===== src/rtl/gm3_pkg.sv =====
// ----------------------------------------------------------------------------
// gm3_pkg: shared types and constants for the 3x3 grayscale morphology core
// Pixel, address and dimension types, register indexes and the stage item.
// ----------------------------------------------------------------------------
package gm3_pkg;

  localparam int unsigned PIXEL_BITS     = 8;
  localparam int unsigned MAX_WIDTH      = 1024;
  localparam int unsigned MAX_HEIGHT     = 1024;
  localparam int unsigned ADDR_BITS      = $clog2(MAX_WIDTH);
  localparam int unsigned ROW_BITS       = $clog2(MAX_HEIGHT);
  localparam int unsigned DIM_BITS       = 11;
  localparam int unsigned CFG_INDEX_BITS = 2;
  localparam int unsigned CFG_DATA_BITS  = 11;

  // Register indexes of the configuration port
  localparam logic [CFG_INDEX_BITS-1:0] CFG_MODE   = 2'd0;
  localparam logic [CFG_INDEX_BITS-1:0] CFG_WIDTH  = 2'd1;
  localparam logic [CFG_INDEX_BITS-1:0] CFG_HEIGHT = 2'd2;

  // Operation codes of the mode register
  localparam logic MODE_ERODE  = 1'b0;
  localparam logic MODE_DILATE = 1'b1;

  typedef logic [PIXEL_BITS-1:0] pixel_t;
  typedef logic [ADDR_BITS-1:0]  addr_t;
  typedef logic [ROW_BITS-1:0]   row_t;
  typedef logic [DIM_BITS-1:0]   dim_t;

  localparam dim_t MAX_WIDTH_DIM  = DIM_BITS'(MAX_WIDTH);
  localparam dim_t MAX_HEIGHT_DIM = DIM_BITS'(MAX_HEIGHT);
  localparam dim_t ROW_LIMIT      = 11'd2047;
  localparam dim_t WIDTH_RESET    = 11'd640;
  localparam dim_t HEIGHT_RESET   = 11'd480;

  // One line store entry: pixel two lines up and one line up
  typedef struct packed {
    pixel_t two_up;
    pixel_t one_up;
  } line_word_t;

  // Item handed from the counter stage to the window stage
  typedef struct packed {
    addr_t  addr;
    pixel_t bot;
    logic   emit;
    logic   interior;
    logic   eol;
    logic   eof;
  } item_t;

endpackage


===== src/rtl/gm3_ctrl.sv =====
// ----------------------------------------------------------------------------
// gm3_ctrl: configuration registers and raster position counters
// Classifies each incoming transaction and advances the input/output counters.
// ----------------------------------------------------------------------------
module gm3_ctrl (
  input  logic                                   clk_i,
  input  logic                                   rst_ni,
  input  logic                                   cfg_we_i,
  input  logic [gm3_pkg::CFG_INDEX_BITS-1:0]     cfg_index_i,
  input  logic [gm3_pkg::CFG_DATA_BITS-1:0]      cfg_wdata_i,
  input  logic                                   accept_i,
  input  gm3_pkg::pixel_t                        pixel_i,
  output gm3_pkg::item_t                         item_o,
  output logic                                   mode_o
);

  logic          mode_q;
  gm3_pkg::dim_t width_q;
  gm3_pkg::dim_t height_q;

  gm3_pkg::addr_t in_col_q,  in_col_d;
  gm3_pkg::dim_t  in_row_q,  in_row_d;
  gm3_pkg::addr_t out_col_q, out_col_d;
  gm3_pkg::row_t  out_row_q, out_row_d;

  gm3_pkg::dim_t w_eff;
  gm3_pkg::dim_t h_eff;
  gm3_pkg::dim_t in_col_inc;
  gm3_pkg::dim_t out_col_inc;
  gm3_pkg::dim_t out_row_inc;
  logic          emit;
  logic          eol;
  logic          eof;
  logic          interior;

  // Write configuration registers; unknown indexes are dropped
  always_ff @(posedge clk_i or negedge rst_ni) begin
    if (!rst_ni) begin
      mode_q   <= gm3_pkg::MODE_ERODE;
      width_q  <= gm3_pkg::WIDTH_RESET;
      height_q <= gm3_pkg::HEIGHT_RESET;
    end else if (cfg_we_i) begin
      case (cfg_index_i)
        gm3_pkg::CFG_MODE:   mode_q   <= cfg_wdata_i[0];
        gm3_pkg::CFG_WIDTH:  width_q  <= cfg_wdata_i;
        gm3_pkg::CFG_HEIGHT: height_q <= cfg_wdata_i;
        default: ;
      endcase
    end
  end

  assign mode_o = mode_q;

  // Clamp frame sizes to the supported range
  always_comb begin
    if (width_q == '0) begin
      w_eff = gm3_pkg::DIM_BITS'(1);
    end else if (width_q > gm3_pkg::MAX_WIDTH_DIM) begin
      w_eff = gm3_pkg::MAX_WIDTH_DIM;
    end else begin
      w_eff = width_q;
    end
    if (height_q == '0) begin
      h_eff = gm3_pkg::DIM_BITS'(1);
    end else if (height_q > gm3_pkg::MAX_HEIGHT_DIM) begin
      h_eff = gm3_pkg::MAX_HEIGHT_DIM;
    end else begin
      h_eff = height_q;
    end
  end

  // Classify the current transaction against the output position
  always_comb begin
    in_col_inc  = gm3_pkg::DIM_BITS'(in_col_q) + gm3_pkg::DIM_BITS'(1);
    out_col_inc = gm3_pkg::DIM_BITS'(out_col_q) + gm3_pkg::DIM_BITS'(1);
    out_row_inc = gm3_pkg::DIM_BITS'(out_row_q) + gm3_pkg::DIM_BITS'(1);
    emit        = (in_row_q >= gm3_pkg::DIM_BITS'(2)) ||
                  ((in_row_q == gm3_pkg::DIM_BITS'(1)) && (in_col_q != '0));
    eol         = emit && (out_col_inc >= w_eff);
    eof         = eol && (out_row_inc >= h_eff);
    interior    = (out_row_q != '0) && (out_row_inc < h_eff) &&
                  (out_col_q != '0) && (out_col_inc < w_eff);

    item_o.addr     = in_col_q;
    item_o.bot      = (in_row_q < h_eff) ? pixel_i : '0;
    item_o.emit     = emit;
    item_o.interior = interior;
    item_o.eol      = eol;
    item_o.eof      = eof;
  end

  // Advance the counters; end of frame returns all of them to zero
  always_comb begin
    in_col_d  = in_col_q;
    in_row_d  = in_row_q;
    out_col_d = out_col_q;
    out_row_d = out_row_q;
    if (accept_i) begin
      if (eof) begin
        in_col_d  = '0;
        in_row_d  = '0;
        out_col_d = '0;
        out_row_d = '0;
      end else begin
        if (in_col_inc >= w_eff) begin
          in_col_d = '0;
          if (in_row_q < gm3_pkg::ROW_LIMIT) begin
            in_row_d = in_row_q + gm3_pkg::DIM_BITS'(1);
          end
        end else begin
          in_col_d = in_col_inc[gm3_pkg::ADDR_BITS-1:0];
        end
        if (emit) begin
          if (eol) begin
            out_col_d = '0;
            out_row_d = out_row_inc[gm3_pkg::ROW_BITS-1:0];
          end else begin
            out_col_d = out_col_inc[gm3_pkg::ADDR_BITS-1:0];
          end
        end
      end
    end
  end

  always_ff @(posedge clk_i or negedge rst_ni) begin
    if (!rst_ni) begin
      in_col_q  <= '0;
      in_row_q  <= '0;
      out_col_q <= '0;
      out_row_q <= '0;
    end else begin
      in_col_q  <= in_col_d;
      in_row_q  <= in_row_d;
      out_col_q <= out_col_d;
      out_row_q <= out_row_d;
    end
  end

  // A frame end leaves every counter at the frame origin
  a_eof_clears: assert property (@(posedge clk_i) disable iff (!rst_ni)
    (accept_i && item_o.eof) |=>
      (in_col_q == '0 && in_row_q == '0 && out_col_q == '0 && out_row_q == '0))
    else $error("counters not cleared after end of frame");

endmodule


===== config.mk =====
export PLATFORM = sky130hd
export DESIGN_NAME = gm3_ctrl
export DESIGN_NICKNAME = d
export VERILOG_FILES = /design/src/rtl/gm3_pkg.sv /design/src/rtl/gm3_ctrl.sv
export SDC_FILE = /design/constraint.sdc
export NUM_CORES = 1
export LEC_CHECK = 0
export BUFFER_PORTS_ARGS = -buffer_cell sky130_fd_sc_hd__buf_4
export CAP_MARGIN = 30
export CORE_MARGIN = 1.5
export CORE_UTILIZATION = 41
export DETAILED_ROUTE_END_ITERATION = 16
export GPL_ROUTABILITY_DRIVEN = 0
export GPL_TIMING_DRIVEN = 0
export PLACE_DENSITY_LB_ADDON = 0.25
export SLEW_MARGIN = 20
export SYNTH_ARGS = -nofsm -noshare
export SYNTH_HDL_FRONTEND = slang
export SYNTH_SLANG_ARGS = --single-unit

===== constraint.sdc =====
create_clock -name clk_i -period 3.7 [get_ports clk_i]
set_input_delay 0.185 -clock clk_i [delete_from_list [all_inputs] [get_ports clk_i]]
set_output_delay 0.185 -clock clk_i [all_outputs]
set_load 0.1 [all_outputs]

== After elaboration in Yosys (flattened, before gate mapping) ==
Cells that the tools add are included.

* $add $sub $neg: 4
* Multiply operators: 0
* Divide/modulo/power cells: 0
* Magnitude comparators: 10
* Equal/unequal tests: 3
* Shifts and indexed selects: 0
* Mux-type cells: 16
* Bitwise gates (word level): 0
* Reduce and logical (&&, ||, !) cells: 23

{| class="wikitable"
|+ Operators by type and width
! kind !! number
|-
| 2-to-1 mux 10 bit || 8
|-
| 2-to-1 mux 11 bit || 7
|-
| adder 10 x 1 -> 11 bit (second input constant) || 3
|-
| greater-or-equal comparator 11 bit || 3
|-
| < comparator 11 bit || 3
|-
| nonzero test 10 bit || 3
|-
| > comparator 11 bit (second input constant) || 2
|-
| logical NOT 11 bit || 2
|-
| adder 11 x 1 -> 11 bit (second input constant) || 1
|-
| equality test 11 x 1 -> 1 bit (second input constant) || 1
|-
| greater-or-equal comparator 11 x 2 -> 1 bit (second input constant) || 1
|-
| < comparator 11 bit (second input constant) || 1
|-
| 2-to-1 mux 8 bit || 1
|-
| AND reduction 2 bit || 4
|-
| nonzero test 2 bit || 4
|-
| logical AND 1 bit || 6
|-
| AND reduction 3 bit || 2
|-
| equality test 2 x 1 -> 1 bit (second input constant) || 1
|-
| equality test 2 bit (second input constant) || 1
|-
| logical NOT 2 bit || 1
|-
| logical OR 1 bit || 1
|}

* Bits in registers: 64
* Bits in latches: 0
* Bits in writable memories: 0
* Memory bits (read-only): 0
* Output and inout bits: 23
* Word-level logic and storage cells: 63
* Memories kept: 0

== Longest topological paths before layout ==
* Depth in word-level cells: 8
* Depth in mapped cells: 16
* Gate-level depth less buffers: 15

== Worst setup path after synthesis ==
Ideal clock, no wire load.

* Path kind: reg2reg
* Start: reg in_col_q[5]
* End: reg in_row_q[7]
* Setup time: 0.140 ns
* Arrival time: 3.448 ns
* Required time: 3.560 ns
* Path slack: 0.113 ns
* Cell stages (with the launch flop): 14
* Buffers on the path: 1
* Period minus slack after synthesis: 3.587 ns
* Cells stage by stage: dfrtp_1 inv_1 nor4_1 and3_1 xnor2_1 ha_1 a21o_1 a21oi_1 o21ai_0 a41oi_1 buf_4 nand4b_1 mux2i_1 nor3_1

* Longest elaborated chain between the ends: 7
* Elaborated cells between the ends (all ways): 11
* Those cells by class: 1 x add/sub; 1 x order compare; 1 x mux; 8 x reduce/logical

{| class="wikitable"
|+ Ends and longest elaborated chain
! item !! line !! RTL
|-
| from (decl) || gm3_ctrl.sv:21 || <nowiki>gm3_pkg::addr_t in_col_q, in_col_d;</nowiki>
|-
| from (signal assigned) || gm3_ctrl.sv:132 || <nowiki>in_col_q <= in_col_d;</nowiki>
|-
| parallel branches: the longest is 7 deep, another holds adder 10 x 1 -> 11 bit || n/a ||
|-
| to (signal assigned) || gm3_ctrl.sv:133 || <nowiki>in_row_q <= in_row_d;</nowiki>
|-
| to (decl) || gm3_ctrl.sv:22 || <nowiki>gm3_pkg::dim_t in_row_q, in_row_d;</nowiki>
|}

Several ways; the timed one is not identified.
A chain may end at the register's enable or synchronous reset.

== Final worst setup path ==
* Start: reg out_col_q[3]
* End: out item_o[2] in the netlist's numbering

* Longest elaborated chain between the ends: 3
* Elaborated cells between the ends (all ways): 5
* Those cells by class: 1 x add/sub; 1 x order compare; 3 x reduce/logical

{| class="wikitable"
|+ Ends and longest elaborated chain
! item !! line !! RTL
|-
| from (decl) || gm3_ctrl.sv:23 || <nowiki>gm3_pkg::addr_t out_col_q, out_col_d;</nowiki>
|-
| from (signal assigned) || gm3_ctrl.sv:134 || <nowiki>out_col_q <= out_col_d;</nowiki>
|-
| adder 10 x 1 -> 11 bit or nonzero test 10 bit (tied branches) || gm3_ctrl.sv:75, gm3_ctrl.sv:82 ||
|-
| < comparator 11 bit or logical AND 1 bit (tied branches) || gm3_ctrl.sv:82, gm3_ctrl.sv:81 ||
|-
| logical AND 1 bit * || gm3_ctrl.sv:82 || <nowiki>(out_col_q != '0) && (out_col_inc < w_eff);</nowiki>
|-
| to (decl) || gm3_ctrl.sv:13 || <nowiki>output gm3_pkg::item_t item_o,</nowiki>
|}

Mark *: on every way between the ends. The rest lies on a longest branch, timed or not.

==> flow_summary_export.csv <==
group,metric,value,unit
critical_path,critPathRequiredTime,3510,ps
yosys,ys_seq_area_share,34.52,%
place,place_hpwl,8.781,mm
critical_path,cp_max_fo,10,
cts,htreeDepth,3,
critical_path,r2r_slack,320,ps
critical_path,timing.rr.end,"in_row_q[7]$_DFFE_PN0P_",
final_layout,area_delta_synth_final,18.98,%
hold_path,hold_class,"in -> reg",
power,seqPwrFrac,26.6,%
cts,cts_tree,"done",
power,combPwrFrac,52.4,%
power,p_int,2155,uW
timing,tightest_slew,831.6,ps
critical_path,r2r_cells,13,
yosys,synthAdderAreaFrac,13.96,%
critical_path,crit_chain,"and3_1 > and3_1 > clkbuf_1 > xor2_1 > ha_1 > a21o_1 > a21oi_1 > o221a_2 > buf_2 > and4_1 > and3_1 > buf_4 > buf_6",
timing,drv_slew,0,
detailed_routing,num_vias,3976,
detailed_routing,ant_nets,0,
power,power_frac_clock,20.9,%
power,ir_drop,0.0009549,V
global_route,antenna_found_initial,0,
critical_path,cp_slowest_cell,"dfrtp_1",
yosys,synth_xor_xnor_area_share,4.510,%
yosys,yosys_warnings,0,
die,die_w,109.6,um
global_route,overflow,0,
final_layout,final_cells,722,
yosys,syn_nets,594,
cts,root_buffer,"clkbuf_16",
cts,clkSinkCount,64,
detailed_routing,routedWlPerCell,16.07,um
die,start_util,42.44,%
global_route,grt_max_degree,65,
die,core,10980,um2
critical_path,cp_num_buf_inv,4,
timing,fin_worst_skew,10.43,ps
final_layout,nets,654,
hold_path,holdPathStages,2,
status,status,"complete, no violations",
power,switching_share,47.58,%
timing,setup_violations,0,
global_route,track_usage,21.01,%
global_route,grt_pass1_vias,3863,
final_layout,fillers,1021,
yosys,synthFlopType,"dfrtp_1",
power,power_density,741.6,nW/um2
die,die_area,12020,um2
power,switchingPower,1957,uW
critical_path,r2r-start,"in_col_q[0]$_DFFE_PN0P_",
flow_run,max-cap-violations,0,
final_layout,diodes,0,
timing,fmax,284.8,MHz
critical_path,critPathTopFamily,"simple AND/OR/NAND/NOR gates",
critical_path,cp.arrival,3330,ps
timing,layout_min_cycle_time,3512,ps
cts,clk_pin_slew_worst_paths,60,ps
detailed_routing,dr.pass1.iters,4,
yosys,synth_area,4661,um2
critical_path,cp-start-kind,"flop",
yosys,synth_top_area_share,31.14,%
yosys,synth_compound_area_share,13.07,%
cts,insertion_delay,330,ps
final_layout,utilization,50.49,%
critical_path,slowest_delay,430,ps
place,io_buffer_count,46,
yosys,ys_ff_latch,64,
critical_path,crit_type,"reg -> out",
die,ios,48,
yosys,synth_edf_count,0,
timing,finalHoldViolations,0,
place,dp_cells,703,
timing,slew_headroom,44.56,%
yosys,synthCells,517,
yosys,ys_async_sr_fraction,100.0,%
critical_path,cp-end-kind,"output pin",
detailed_routing,routed_wl,11.61,mm
detailed_routing,vias_per_cell,5.507,
timing,period_share,94.91,%
timing,fin_tns_setup,0,ps
detailed_routing,drt-initial-drc-count,145,
hold_path,hold_end,"height_q[10]$_DFFE_PN0P_",
yosys,avgSynthCellArea,9.015,um2
cts,numCtsBuffers,9,
global_route,grt_pass1_wl,19.44,mm
power,p_leak,0.002543,uW
cts,cts_max_path_buffers,2,
yosys,synth_top_family_by_area,"simple AND/OR/NAND/NOR gates",
yosys,ys_types,55,
critical_path,path_common_cell,"and3_1",
die,core.rowCount,38,
yosys,synth-simple-area-share,23.25,%
yosys,synth_most_common_cell,"dfrtp_1",
hold_path,hold_start,"cfg_wdata_i[10]",
detailed_routing,drc,0,
critical_path,crit_path_start,"out_col_q[3]$_DFFE_PN0P_",
final_layout,drive_gt1_share,20.62,%
die,die_y,109.6,um
yosys,synthTopCellsByArea,"dfrtp_1 (31%), ha_1 (14%), mux2_2 (5.6%)",
timing,rsz0062_at_grt,"yes",
yosys,synth_mux_area_share,6.846,%
yosys,synthTopCellsByCount,"dfrtp_1 (58), ha_1 (52), nand2_1 (51)",
yosys,synth_top_cell_by_area,"dfrtp_1",
-- state kept, by name, summed over array words and instances (netlist names) --
name / count
width_q: 11
out_col_q: 10
mode_o: 1
in_row_q: 11
out_row_q: 10
height_q: 11
in_col_q: 10
-- worst max path at each step --
stage,to,slack (ps),cells after the start
after floorplan,in_row_q[7]$_DFFE_PN0P_,110,13
after global placement,in_row_q[4]$_DFFE_PN0P_,260,13
after detailed placement,in_row_q[2]$_DFFE_PN0P_,240,13
after CTS,item_o[0],50,14
after global routing,item_o[0],-20,14
final,item_o[2],190,13
-- cell usage in the layout (no fill, tap or decap), types with 11 or more instances in the layout --
cell	instances
inv_1	22
xnor2_1	15
a21oi_1	11
o21ai_0	49
and3_1	21
nor4_1	11
nand3_1	36
ha_1	51
buf_4	52
nor2_1	36
dfrtp_1	55
nand2_1	50
mux2_2	23
-- cells by family (layout without fill, tap and decap cells) --
kind of cell / after synthesis / after routing
muxes: 29 / 29
and+or+nand+nor: 214 / 214
DFF: 64 / 64
xor gates and xnor gates: 24 / 24
adders and majority gates: 52 / 52
AOI/OAI and AO/OA: 93 / 93
buffers and inverters: 41 / 106
-- power by group through the flow --
stage          combinational [uW]  sequential [uW]  clock, uW
3_3_place_gp                 2070             1090          0
4_1_cts                      2140             1090        877
2_1_floorplan                1340             1370          0
6_report                     2160             1100        860
3_5_place_dp                 2120             1100          0
5_1_grt                      2360             1120        904
-- per-stage QoR --
step	worst slack [ps]	cell area, um2	hold WS (ps)	total power, uW
floorplan	112.9	4661	-110.6	2707
global placement	257.9	5181	337.5	3164
detailed placement	241.5	5181	348.7	3220
CTS	48.46	5518	97.26	4108
global route	-19.00	5545	100.9	4390
finish	188.3	5545	103.0	4112
-- cell type report --
cell class              count  area [um2]  area share, %
clock inverters             3       42.54         0.7671
well taps                 140       175.2          3.159
flip-flops and latches     64        1613          29.08
clock buffers              13       260.3          4.693
plain buffers              16       85.08          1.534
repair buffers             49       377.9          6.814
inverters                  25       93.84          1.692
multi-input cells         412        2898          52.26
-- metal layers --
metal  global-route usage (%)  routed length (um)  part of all wire [%]
met3                    2.786                 360                   3.1
met5                        0                   0                     0
met1                    30.72                5867                    51
met2                    32.17                5251                    45
met4                    6.308                 125                   1.1
-- repair_timing --
action / in CTS / in global routing
pin swaps: 1 / 1
setup buffers: 2 / 0
endpoints found under the setup margin: 1 / 10
hold buffers: 1 / 0
gates resized for setup: 2 / 9
endpoints found under the hold margin: 6 / 0
Note: power is estimated with default switching activity, not from simulation.
