==> config.mk <==
export PLATFORM = sky130hd
export DESIGN_NAME = gm3_window
export DESIGN_NICKNAME = d
export VERILOG_FILES = /design/src/rtl/gm3_pkg.sv /design/src/rtl/gm3_window.sv
export SDC_FILE = /design/constraint.sdc
export NUM_CORES = 1
export LEC_CHECK = 0
export ABC_AREA = 1
export ABC_CLOCK_PERIOD_IN_PS = 36200
export BUFFER_PORTS_ARGS = -buffer_cell sky130_fd_sc_hd__buf_2
export CORE_MARGIN = 4
export CORE_UTILIZATION = 25
export DETAILED_ROUTE_END_ITERATION = 8
export MAX_ROUTING_LAYER = met4
export PLACE_DENSITY = 0.46
export REMOVE_ABC_BUFFERS = 1
export SLEW_MARGIN = 25
export SYNTH_ARGS = -nofsm -noshare
export SYNTH_HDL_FRONTEND = slang
export SYNTH_SLANG_ARGS = --single-unit
export TNS_END_PERCENT = 100
==> constraint.sdc <==
create_clock -name clk_i -period 36.2 [get_ports clk_i]
set_input_delay 3.62 -clock clk_i [delete_from_list [all_inputs] [get_ports clk_i]]
set_output_delay 3.62 -clock clk_i [all_outputs]
set_load 0.05 [all_outputs]
==> src/rtl/gm3_pkg.sv <==
// ----------------------------------------------------------------------------
// gm3_pkg: shared types and constants for the 3x3 grayscale morphology core
// Pixel, address and dimension types, register indexes and the stage item.
// ----------------------------------------------------------------------------
package gm3_pkg;

  localparam int unsigned PIXEL_BITS     = 8;
  localparam int unsigned MAX_WIDTH      = 1024;
  localparam int unsigned MAX_HEIGHT     = 1024;
  localparam int unsigned ADDR_BITS      = $clog2(MAX_WIDTH);
  localparam int unsigned ROW_BITS       = $clog2(MAX_HEIGHT);
  localparam int unsigned DIM_BITS       = 11;
  localparam int unsigned CFG_INDEX_BITS = 2;
  localparam int unsigned CFG_DATA_BITS  = 11;

  // Register indexes of the configuration port
  localparam logic [CFG_INDEX_BITS-1:0] CFG_MODE   = 2'd0;
  localparam logic [CFG_INDEX_BITS-1:0] CFG_WIDTH  = 2'd1;
  localparam logic [CFG_INDEX_BITS-1:0] CFG_HEIGHT = 2'd2;

  // Operation codes of the mode register
  localparam logic MODE_ERODE  = 1'b0;
  localparam logic MODE_DILATE = 1'b1;

  typedef logic [PIXEL_BITS-1:0] pixel_t;
  typedef logic [ADDR_BITS-1:0]  addr_t;
  typedef logic [ROW_BITS-1:0]   row_t;
  typedef logic [DIM_BITS-1:0]   dim_t;

  localparam dim_t MAX_WIDTH_DIM  = DIM_BITS'(MAX_WIDTH);
  localparam dim_t MAX_HEIGHT_DIM = DIM_BITS'(MAX_HEIGHT);
  localparam dim_t ROW_LIMIT      = 11'd2047;
  localparam dim_t WIDTH_RESET    = 11'd640;
  localparam dim_t HEIGHT_RESET   = 11'd480;

  // One line store entry: pixel two lines up and one line up
  typedef struct packed {
    pixel_t two_up;
    pixel_t one_up;
  } line_word_t;

  // Item handed from the counter stage to the window stage
  typedef struct packed {
    addr_t  addr;
    pixel_t bot;
    logic   emit;
    logic   interior;
    logic   eol;
    logic   eof;
  } item_t;

endpackage

==> src/rtl/gm3_window.sv <==
// ----------------------------------------------------------------------------
// gm3_window: line store update, 3x3 window and result register
// Merges line store data with forwarding, shifts the window, picks min or max.
// ----------------------------------------------------------------------------
module gm3_window (
  input  logic                clk_i,
  input  logic                rst_ni,
  input  logic                accept_i,
  input  gm3_pkg::item_t      item_i,
  input  logic                mode_i,
  input  gm3_pkg::line_word_t rd_data_i,
  output logic                ready_o,
  output logic                mem_we_o,
  output gm3_pkg::addr_t      mem_waddr_o,
  output gm3_pkg::line_word_t mem_wdata_o,
  output logic                out_valid_o,
  input  logic                out_ready_i,
  output gm3_pkg::pixel_t     result_pixel_o,
  output logic                end_of_line_o,
  output logic                end_of_frame_o
);

  logic                s1_valid_q;
  gm3_pkg::item_t      s1_q;
  logic                fwd_q;
  gm3_pkg::line_word_t fwd_data_q;
  logic                fwd_d;
  logic                s1_adv;

  gm3_pkg::line_word_t line_word;
  gm3_pkg::pixel_t     win_q [6];
  gm3_pkg::pixel_t     taps  [9];
  gm3_pkg::pixel_t     acc;
  gm3_pkg::pixel_t     value;

  logic            out_valid_q;
  gm3_pkg::pixel_t out_pixel_q;
  logic            out_eol_q;
  logic            out_eof_q;

  // Advance the window stage unless its result would overwrite a waiting one
  always_comb begin
    s1_adv  = s1_valid_q && (!s1_q.emit || !out_valid_q || out_ready_i);
    ready_o = !s1_valid_q || s1_adv;
  end

  // Take forwarded data when the previous transaction wrote the same entry
  always_comb begin
    line_word   = fwd_q ? fwd_data_q : rd_data_i;
    mem_we_o    = s1_adv;
    mem_waddr_o = s1_q.addr;
    mem_wdata_o.two_up = line_word.one_up;
    mem_wdata_o.one_up = s1_q.bot;
    fwd_d       = mem_we_o && (mem_waddr_o == item_i.addr);
  end

  // Find the window minimum or maximum
  always_comb begin
    for (int i = 0; i < 6; i++) begin
      taps[i] = win_q[i];
    end
    taps[6] = line_word.two_up;
    taps[7] = line_word.one_up;
    taps[8] = s1_q.bot;
    acc = taps[0];
    for (int i = 1; i < 9; i++) begin
      if (mode_i == gm3_pkg::MODE_DILATE) begin
        if (taps[i] > acc) acc = taps[i];
      end else begin
        if (taps[i] < acc) acc = taps[i];
      end
    end
    if (s1_q.interior) begin
      value = acc;
    end else if (mode_i == gm3_pkg::MODE_DILATE) begin
      value = win_q[4];
    end else begin
      value = '0;
    end
  end

  // Hold the stage valid flag
  always_ff @(posedge clk_i or negedge rst_ni) begin
    if (!rst_ni) begin
      s1_valid_q <= 1'b0;
      fwd_q      <= 1'b0;
    end else if (accept_i) begin
      s1_valid_q <= 1'b1;
      fwd_q      <= fwd_d;
    end else if (s1_adv) begin
      s1_valid_q <= 1'b0;
    end
  end

  // Capture the stage payload on each accepted transaction
  always_ff @(posedge clk_i) begin
    if (accept_i) begin
      s1_q       <= item_i;
      fwd_data_q <= mem_wdata_o;
    end
  end

  // Shift the window by one column per transaction
  always_ff @(posedge clk_i or negedge rst_ni) begin
    if (!rst_ni) begin
      for (int i = 0; i < 6; i++) begin
        win_q[i] <= '0;
      end
    end else if (s1_adv) begin
      win_q[0] <= win_q[3];
      win_q[1] <= win_q[4];
      win_q[2] <= win_q[5];
      win_q[3] <= line_word.two_up;
      win_q[4] <= line_word.one_up;
      win_q[5] <= s1_q.bot;
    end
  end

  // Load the result register, drop it once taken
  always_ff @(posedge clk_i or negedge rst_ni) begin
    if (!rst_ni) begin
      out_valid_q <= 1'b0;
    end else if (s1_adv && s1_q.emit) begin
      out_valid_q <= 1'b1;
    end else if (out_ready_i) begin
      out_valid_q <= 1'b0;
    end
  end

  always_ff @(posedge clk_i) begin
    if (s1_adv && s1_q.emit) begin
      out_pixel_q <= value;
      out_eol_q   <= s1_q.eol;
      out_eof_q   <= s1_q.eof;
    end
  end

  assign out_valid_o    = out_valid_q;
  assign result_pixel_o = out_pixel_q;
  assign end_of_line_o  = out_eol_q;
  assign end_of_frame_o = out_eof_q;

  // A frame end is always also a line end
  a_eof_is_eol: assert property (@(posedge clk_i) disable iff (!rst_ni)
    out_valid_q && out_eof_q |-> out_eol_q)
    else $error("end of frame without end of line");

  // An interior result is bounded by the window center
  a_center_bound: assert property (@(posedge clk_i) disable iff (!rst_ni)
    (s1_adv && s1_q.emit && s1_q.interior) |->
      ((mode_i == gm3_pkg::MODE_DILATE) ? (value >= win_q[4]) : (value <= win_q[4])))
    else $error("window result not bounded by center pixel");

endmodule

# Word-level counts from Yosys, hierarchy flattened

Cells that the tools add are included.

Register bits: 99
Input port bits: 43
Output and inout bits: 39
Word-level logic and storage cells: 79

Magnitude comparators: 16
Equality and inequality tests: 1
Mux-type cells: 31
Reduce and logical (&&, ||, !) cells: 11

Operators by type and width:

| operator          | number |
|---|---|
| $mux 8            | 26 |
| $gt 8x8->1        | 8 |
| $lt 8x8->1        | 8 |
| $mux 16           | 1 |
| $eq 10x10->1      | 1 |
| $mux 1            | 4 |
| $reduce_bool 2->1 | 2 |
| $logic_and 1x1->1 | 3 |
| $logic_not 1->1   | 3 |
| $logic_or 1x1->1  | 3 |

# Logic depth before layout (Yosys ltp)

Gate-level depths: netlist of run 1.

Depth after elaboration: 25
Gate-level depth with buffers: 103

# Worst setup path before layout of run 1

Ideal clock, no wire load.

Path type: input to register
From: input port mode_i
To: register out_pixel_q[5], in the netlist result_pixel_o[5], data pin
Data arrival time: 15320 ps
Data required time: 35948 ps
Path slack: 20628 ps
Stages on the path: 84
Path buffers: 10
Path through: buf_4 > buf_2 > clkbuf_1 > o21ai_0 > o21a_1 > inv_1 > ha_1 > nand2_1 > nor2_1 > a211oi_1 > nand2_4 > clkbuf_1 > o21ai_0 > inv_1 > a32oi_1 > inv_1 > ha_1 > nand2_1 > [48 not listed] > o21ai_0 > inv_1 > nand2_1 > nand2_1 > inv_1 > ha_1 > nand2_1 > o21ai_0 > nand2_1 > o211ai_1 > o21ai_1 > buf_2 > o21ai_0 > inv_1 > nand2_1 > nand2_1 > nand2_1 > nand2_1

Cells in the longest elaborated chain, start to end: 23

RTL lines:

| item                                            | line                               | text |
|---|---|---|
| start, declared                                 | gm3_window.sv:10                   | `input logic mode_i,` |
| $mux 8                                          | gm3_window.sv:67                   | `if (mode_i == gm3_pkg::MODE_DILATE) begin` |
| $lt 8x8->1 / $gt 8x8->1 (equally long branches) | gm3_window.sv:70, gm3_window.sv:68 |  |
| $mux 8 (on tied branches)                       | gm3_window.sv:70, gm3_window.sv:68 |  |
| $mux 8                                          | gm3_window.sv:67                   |  |
| $lt 8x8->1 / $gt 8x8->1 (equally long branches) | gm3_window.sv:70, gm3_window.sv:68 |  |
| $mux 8 (on tied branches)                       | gm3_window.sv:70, gm3_window.sv:68 |  |
| $mux 8                                          | gm3_window.sv:67                   |  |
| $lt 8x8->1 / $gt 8x8->1 (equally long branches) | gm3_window.sv:70, gm3_window.sv:68 |  |
| [8 not listed]                                  | --                                 |  |
| $lt 8x8->1 / $gt 8x8->1 (equally long branches) | gm3_window.sv:70, gm3_window.sv:68 |  |
| $mux 8 (on tied branches)                       | gm3_window.sv:70, gm3_window.sv:68 |  |
| $mux 8                                          | gm3_window.sv:67                   |  |
| $lt 8x8->1 / $gt 8x8->1 (equally long branches) | gm3_window.sv:70, gm3_window.sv:68 |  |
| $mux 8 (on tied branches)                       | gm3_window.sv:70, gm3_window.sv:68 |  |
| $mux 8                                          | gm3_window.sv:67                   |  |
| $mux 8 (*)                                      | gm3_window.sv:73                   | `if (s1_q.interior) begin` |
| net value[5]                                    | gm3_window.sv:34                   | `gm3_pkg::pixel_t value;` |
| end signal, assigned                            | gm3_window.sv:132                  | `out_pixel_q <= value;` |
| end, declared                                   | gm3_window.sv:37                   | `gm3_pkg::pixel_t out_pixel_q;` |

The timed path passes the listed nets; every way through them passes the cells marked *.
A chain may end at the register's enable or synchronous reset.

# Worst setup path in the final report of run 1

From: input port mode_i
To: register out_pixel_q[7], in the netlist result_pixel_o[7], data pin

Same word-level chain as after synthesis.

==> summary.txt, run 1 <==
Layout
  – Post-route cell area: roughly 9000 um2
  – Layout cell share with drive strength beyond 1: 14.8%
  – Area of the multi-input gates: ~4400 um2
  – Register area: 2720 um2
  – Area growth, synth to finish: 11.2%
  – # fillers: about 3.5k
  – Post-layout nets: 1,256
  – N_diodes: 0

Timing
  – Min Tclk post-route: approximately 18 ns
  – Fin. Hold Viols: 0
  – Setup total negative slack: 0 ns
  – Skew final: ~0.012 ns
  – Setup WS post-layout: 18.30 ns
  – Tcrit/Tclk final: 49.4%
  – Fmax: between 50 and 60 MHz
  – Final setup violating endpoints: 0
  – Worst Max-Slew Pin Slew: ~1 ns
  – Slew Limit Fails: 0
  – Worst slew margin: about a third
  – Unrepaired setup endpoints after global routing: no

Placed design
  – Detail Placement HPWL: about 19,000 um
  – Cell area after placement: between 8000 and 9000 um2
  – RePlAce Congestion: about 0.87
  – Worst slack, placed: approximately 17 ns
  – PortBufs: slightly above 80

Worst setup path
  – Slowest library cell on the worst path: a211oi_1
  – Critical path class: primary input to flop
  – Crit Path Max Fanout: between 70 and 80
  – Most used cell, CP: nand2_1
  – Largest stage delay, worst path: 0.65 ns
  – Crit path required time: approximately 36 ns
  – CP Launch Type: primary input
  – Worst path arrival time: about 18 ns
  – CP bufs+invs: 18
  – Crit-path leading delay family: compound AO/OA/AOI/OAI gates
  – CP endpoint kind: flop

Logic synthesis
  – Post-synth ARST share: between 50% and 60%
  – Cell Area, Synth: 8090 um2
  – Yosys top cell by area: edfxtp_1
  – Seq/Total Area, Yosys: about a third
  – Number of synthesized flops with an enable pin: 48
  – Synth cell types: 42
  – Synth area leaders: edfxtp_1, dfrtp_1, nand2_1
  – Top-count cell post-synth: nand2_1
  – Syn Inst Count: approximately 1.1k
  – Mapped Avg Cell Area: just over 7 um2
  – Yosys reg bits: between 90 and 100
  – Yosys warns: 0
  – Most frequent cells after synthesis: nand2_1, inv_1, o21ai_0
  – Ys flop type: dfrtp_1
  – Synth top area share: between 10% and 20%

Routing
  – Post-route ant nets: 0
  – Vias per cell: 4.72
  – WL final: 25,500 um
  – DR iter-0 viols: approximately 530
  – DRT Pass-1 Iters: 5
  – Drt wl/cell: 16.3 um
  – # DRC: 0
  – Detailed-route via count: approximately 7.4k

Global route
  – Initial antenna violation count: 0
  – First-pass GRT wire length: a little over 40,000 um
  – Total Routing Usage GR: between 10 and 15%
  – Largest net degree at the start of global routing: 73
  – Vias in the first global route: 7,037
  – Gr ovfl total: 0

Floorplan
  – Die Ht: ~190 um
  – Number of top-level pins: 82
  – Core area: about 32,000 um2
  – Num rows: between 60 and 70
  – Die width: about 190 um
  – Starting Density: about a quarter
  – Full die area: between 30,000 and 40,000 um2

Pwr
  – Pwr per Cell Area: 83.9 nW/um2
  – Tot Pwr: ~750 uW
  – Leakage: roughly 0.0045 uW
  – VDD IR max: 40.2 uV

Clocking
  – Clock transition at path regs: about 0.080 ns
  – Cts hold-fix bufs: 0
  – CTS tree: done
  – Setup Buffers After CTS: 0
  – CTS root buffer: clkbuf_16
  – Sink Count: between 90 and 100
  – CTS resizes: 0
  – Total CTS buffers: 9
  – Clock buffer depth: 2
  – CTS H-tree lvls: 3
  – Worst-Skew Late Latency: about 0.37 ns

Worst hold path
  – Hold Path Class: flop to flop

Status
  – Outcome: completed

Job
  – Max-cap violations: 0
[state kept, by name, indices dropped and copies added (netlist names)]
| name | flops |
|---|---|
| s1_q | 4 |
| fwd_data_q | 16 |
| out_valid_o | 1 |
| end_of_frame_o | 1 |
| result_pixel_o | 8 |
| fwd_q | 1 |
| taps | 48 |
| s1_valid_q | 1 |
| mem_wdata_o | 8 |
| mem_waddr_o | 10 |
| end_of_line_o | 1 |
[cell families (layout without fill, tap and decap cells)]
kind of cell | count (synthesis) | count (layout) | synth area share [%]
and+or+nand+nor | 519 | 519 | 29.6
buffers and inverters | 220 | 257 | 11.9
AOI/OAI and AO/OA | 215 | 215 | 14.6
DFF | 99 | 99 | 33.6
adders and majority gates | 59 | 59 | 9.13
xor gates and xnor gates | 9 | 9 | 0.975
muxes | 1 | 1 | 0.139
[metal layers]
metal / routed length, um / up-vias / part of all wire [%] / track usage, %
met5: 0 / - / 0 / -
met4: 412 / 0 / 1.6 / 3.25
met3: 915 / 22 / 3.6 / 2.29
met2: 11800 / 149 / 47 / 23.5
met1: 12300 / 3463 / 48 / 20.1
li1: - / 3732 / - / -
[power breakdown]
part | internal, uW | switching, uW
logic | 162 | 337
registers | 134 | 17.0
clock network | 52.6 | 51.6
total | 348 | 406
[worst paths after layout]
kind / from / to / slack (ns) / cells past startpoint
min in group asynchronous: rst_ni / taps[50] / 3.38 / 2
worst min register to register: s1_q[1] / end_of_line_o / 0.42 / 0
worst max-delay path: mode_i / result_pixel_o[7] / 18.30 / 84
worst max register to register: taps[57] / result_pixel_o[7] / 21.00 / 88
max in group asynchronous: rst_ni / taps[38] / 32.34 / 2
worst min-delay path: s1_q[1] / end_of_line_o / 0.42 / 0
[area by class of cell]
cell class	instances	share of cell area, %
clock buffers	11	2.82
well taps	402	5.59
multi-input cells	803	49.2
clock inverters	5	0.584
inverters	150	6.26
repair buffers	91	5.34
flip-flops and latches	99	30.2
[cell usage in the layout, fill, tap and decap left out, drive strengths merged]
cell      count
a211oi        6
a21boi        1
a21o          1
a21oi        52
a31oi         3
a32o          1
a32oi         6
and2          1
and3          3
buf          91
clkbuf       11
clkinv        1
clkinvlp      1
dfrtp        51
edfxtp       48
ha           59
inv         153
mux2          1
nand2       342
nand3        99
nand3b        2
nand4        15
nor2         40
nor4          1
o211ai        7
o21a          6
o21ai       121
o21bai        5
o22ai         3
o31ai         3
or2          16
xnor2         9
[metrics by stage]
step	std cells	hold slack (ns)	util [%]
3_3_place_gp	1544	0.403	27.4
4_1_cts	1560	0.427	28.3
3_5_place_dp	1544	0.407	27.4
2_1_floorplan	1052	0.400	-
5_1_grt	1561	0.435	28.4
6_report	1561	0.424	28.4
No activity file was read; power rests on OpenSTA's default activity.
==> run 2: changes to the inputs <==
Settings changed: ABC_CLOCK_PERIOD_IN_PS 36200 to 18300.
Clock period 36.2 ns to 18.3 ns, I/O delays scaled along.
==> run 2 against run 1 <==
Sequential share of layout area up 0.051 points. Register-to-register slack worse by 18 ns. Sequential power up 98%. Die area unchanged. Clock skew up 0.0025 ns. Combinational power up 97%. Hold slack better by 0.0024 ns. Flip-flop and latch count unchanged. Clock power up 90%. First-iteration DRC count up 5.5%. Critical path type unchanged. Largest cell class unchanged.
==> summary.txt, run 2 (synthesis gave the netlist of run 1 again) <==
Status
  – Outcome: completed

Worst hold path
  – Hold Path Class: flop to flop

Clocking
  – Clock transition at path regs: 0.08 ns (about the same)
  – Sink Count: 99 (unchanged)
  – CTS tree: done
  – Worst-Skew Late Latency: 0.37 ns (about the same)
  – CTS resizes: 0 (unchanged)
  – Clock buffer depth: 2 (unchanged)
  – Setup Buffers After CTS: 0 (unchanged)
  – Cts hold-fix bufs: 0 (unchanged)
  – Total CTS buffers: 9 (unchanged)
  – CTS root buffer: clkbuf_16
  – CTS H-tree lvls: 3 (unchanged)

Job
  – Max-cap violations: 0 (unchanged)

Worst setup path
  – Slowest library cell on the worst path: a211oi_1
  – Reg-to-reg slack, setup: 2.84 ns (-18.16 ns)
  – Crit path required time: 18.42 ns (-17.90 ns)
  – Reg2Reg Capture Point: result_pixel_o[7]
  – CP endpoint: result_pixel_o[7]
  – Largest stage delay, worst path: 0.63 ns (-0.02 ns)
  – CP Launch Type: primary input
  – CP endpoint kind: flop
  – Reg2reg path depth: 77 (-13%)
  – Critical path class: primary input to flop
  – Reg2Reg Launch Point: taps[62]
  – Crit Path Max Fanout: 65 (-9.7%)
  – Worst setup startpoint: mode_i
  – Worst path arrival time: 15.86 ns (-2.16 ns)
  – Most used cell, CP: nand2_1

Layout
  – N_diodes: 0 (unchanged)
  – Area growth, synth to finish: 11.0%
  – Layout cell share with drive strength beyond 1: 14.8% (-0.086 points)
  – Post-route cell area: 8980 um2 (-0.17%)
  – Number of flip-flops in the largest register: 48 (unchanged)
  – Post-layout nets: 1,256 (unchanged)
  – # fillers: 3,522 (+0.23%)
  – Commonest non-fill, non-tap cell in the layout: nand2_1
  – Most frequent cells in the layout: nand2_1, inv_1, o21ai_0

Global route
  – First-pass GRT wire length: 40,700 um (+0.98%)
  – Total Routing Usage GR: 15.0% (+0.21 points)
  – Vias in the first global route: 7,113 (+1.1%)
  – Largest net degree at the start of global routing: 66 (-9.6%)
  – Gr ovfl total: 0 (unchanged)
  – Initial antenna violation count: 0 (unchanged)

Floorplan
  – Number of top-level pins: 82 (unchanged)
  – Num rows: 65 (unchanged)
  – Starting Density: 25.5% (unchanged)
  – Core area: 31,700 um2 (unchanged)
  – Die Ht: 188 um (unchanged)
  – Die width: 188 um (unchanged)
  – Full die area: 35,300 um2 (unchanged)

Routing
  – Post-route ant nets: 0 (unchanged)
  – Detailed-route via count: 7,351 (-0.20%)
  – DR iter-0 viols: 560 (+5.5%)
  – Vias per cell: 4.71 (-0.20%)
  – # DRC: 0 (unchanged)
  – WL final: 25,600 um (+0.49%)
  – DRT Pass-1 Iters: 5 (unchanged)
  – Drt wl/cell: 16.4 um (+0.49%)

Timing
  – Worst slew margin: 39.9% (+7.2 points)
  – Worst Max-Slew Pin Slew: 0.895 ns (-0.104 ns)
  – Final setup violating endpoints: 0 (unchanged)
  – Skew final: 0.0149 ns (+0.00251 ns)
  – Fin. Hold Viols: 0 (unchanged)
  – Unrepaired setup endpoints after global routing: no
  – Min Tclk post-route: approximately 16 ns
  – Fmax: about 64 MHz
  – Slew Limit Fails: 0 (unchanged)
  – Setup total negative slack: 0 ns (unchanged)
  – Tcrit/Tclk final: 86.0%

Pwr
  – Comb pwr share: 66.4% (+0.2 points)
  – Leakage: 0.00448 uW (-0.13%)
  – Sw frac: 54.0% (+0.18 points)
  – Share of power burned in registers: 20.2% (+0.2 points)
  – Pwr per Cell Area: 165 nW/um2 (+96%)
  – Psw: 799 uW (+97%)
  – Internal power: 681 uW (+95%)
  – VDD IR max: 57.2 uV (+42%)
  – Clock Power Share: 13.4% (-0.4 points)

Placed design
  – Cell area after placement: 8680 um2 (unchanged)
  – PortBufs: 81 (unchanged)
  – Detail Placement HPWL: 19,400 um (+0.36%)
  – RePlAce Congestion: 0.886 (+1.9%)
-- run 2: critical path, delay by kind of cell --
family / cells / cell delay (ns)
AOI/OAI and AO/OA: 24 / 6.09
adders and majority gates: 7 / 2.00
buffers and inverters: 7 / 1.23
and+or+nand+nor: 35 / 4.66
-- run 2: per-layer routing --
metal | vias up | routed length, um | GRT usage, %
met4 | 0 | 321 | 3.02
met3 | 20 | 842 | 2.14
met1 | 3437 | 12300 | 20.2
met2 | 163 | 12200 | 24.2
met5 | - | 0 | -
li1 | 3731 | - | -
-- run 2: layout make-up --
type	instances	area, um2	share of cell area (%)
repair buffers	91	480	5.35
well taps	402	503	5.60
flip-flops and latches	99	2720	30.3
multi-input cells	803	4420	49.2
inverters	150	563	6.27
clock buffers	9	225	2.51
clock inverters	7	70.1	0.780
-- run 2: metrics by stage --
step	power, uW	utilization, %	worst slack, ns	hold WS [ns]	cells
2_1_floorplan	1040	-	3.68	0.400	1052
3_3_place_gp	1280	27.4	1.79	0.402	1544
3_5_place_dp	1280	27.4	1.62	0.410	1544
4_1_cts	1490	28.3	1.97	0.430	1560
5_1_grt	1660	28.3	0.909	0.442	1561
6_report	1480	28.3	2.57	0.427	1561
-- run 2: worst min path at each step --
stage,start,to,slack (ns),depth (start not counted)
after global placement,s1_q[1],end_of_line_o,0.40,0
after global routing,s1_q[1],end_of_line_o,0.44,0
after detailed placement,s1_q[0],end_of_frame_o,0.41,0
final,s1_q[0],end_of_frame_o,0.43,0
after CTS,s1_q[0],end_of_frame_o,0.43,0
after floorplan,s1_q[0],end_of_frame_o,0.40,0
-- run 2: power by group through the flow --
stage | registers, uW | clock network, uW | logic (uW)
3_3_place_gp | 304 | 0 | 978
5_1_grt | 303 | 216 | 1140
2_1_floorplan | 312 | 0 | 727
4_1_cts | 299 | 206 | 985
6_report | 299 | 198 | 983
3_5_place_dp | 304 | 0 | 979
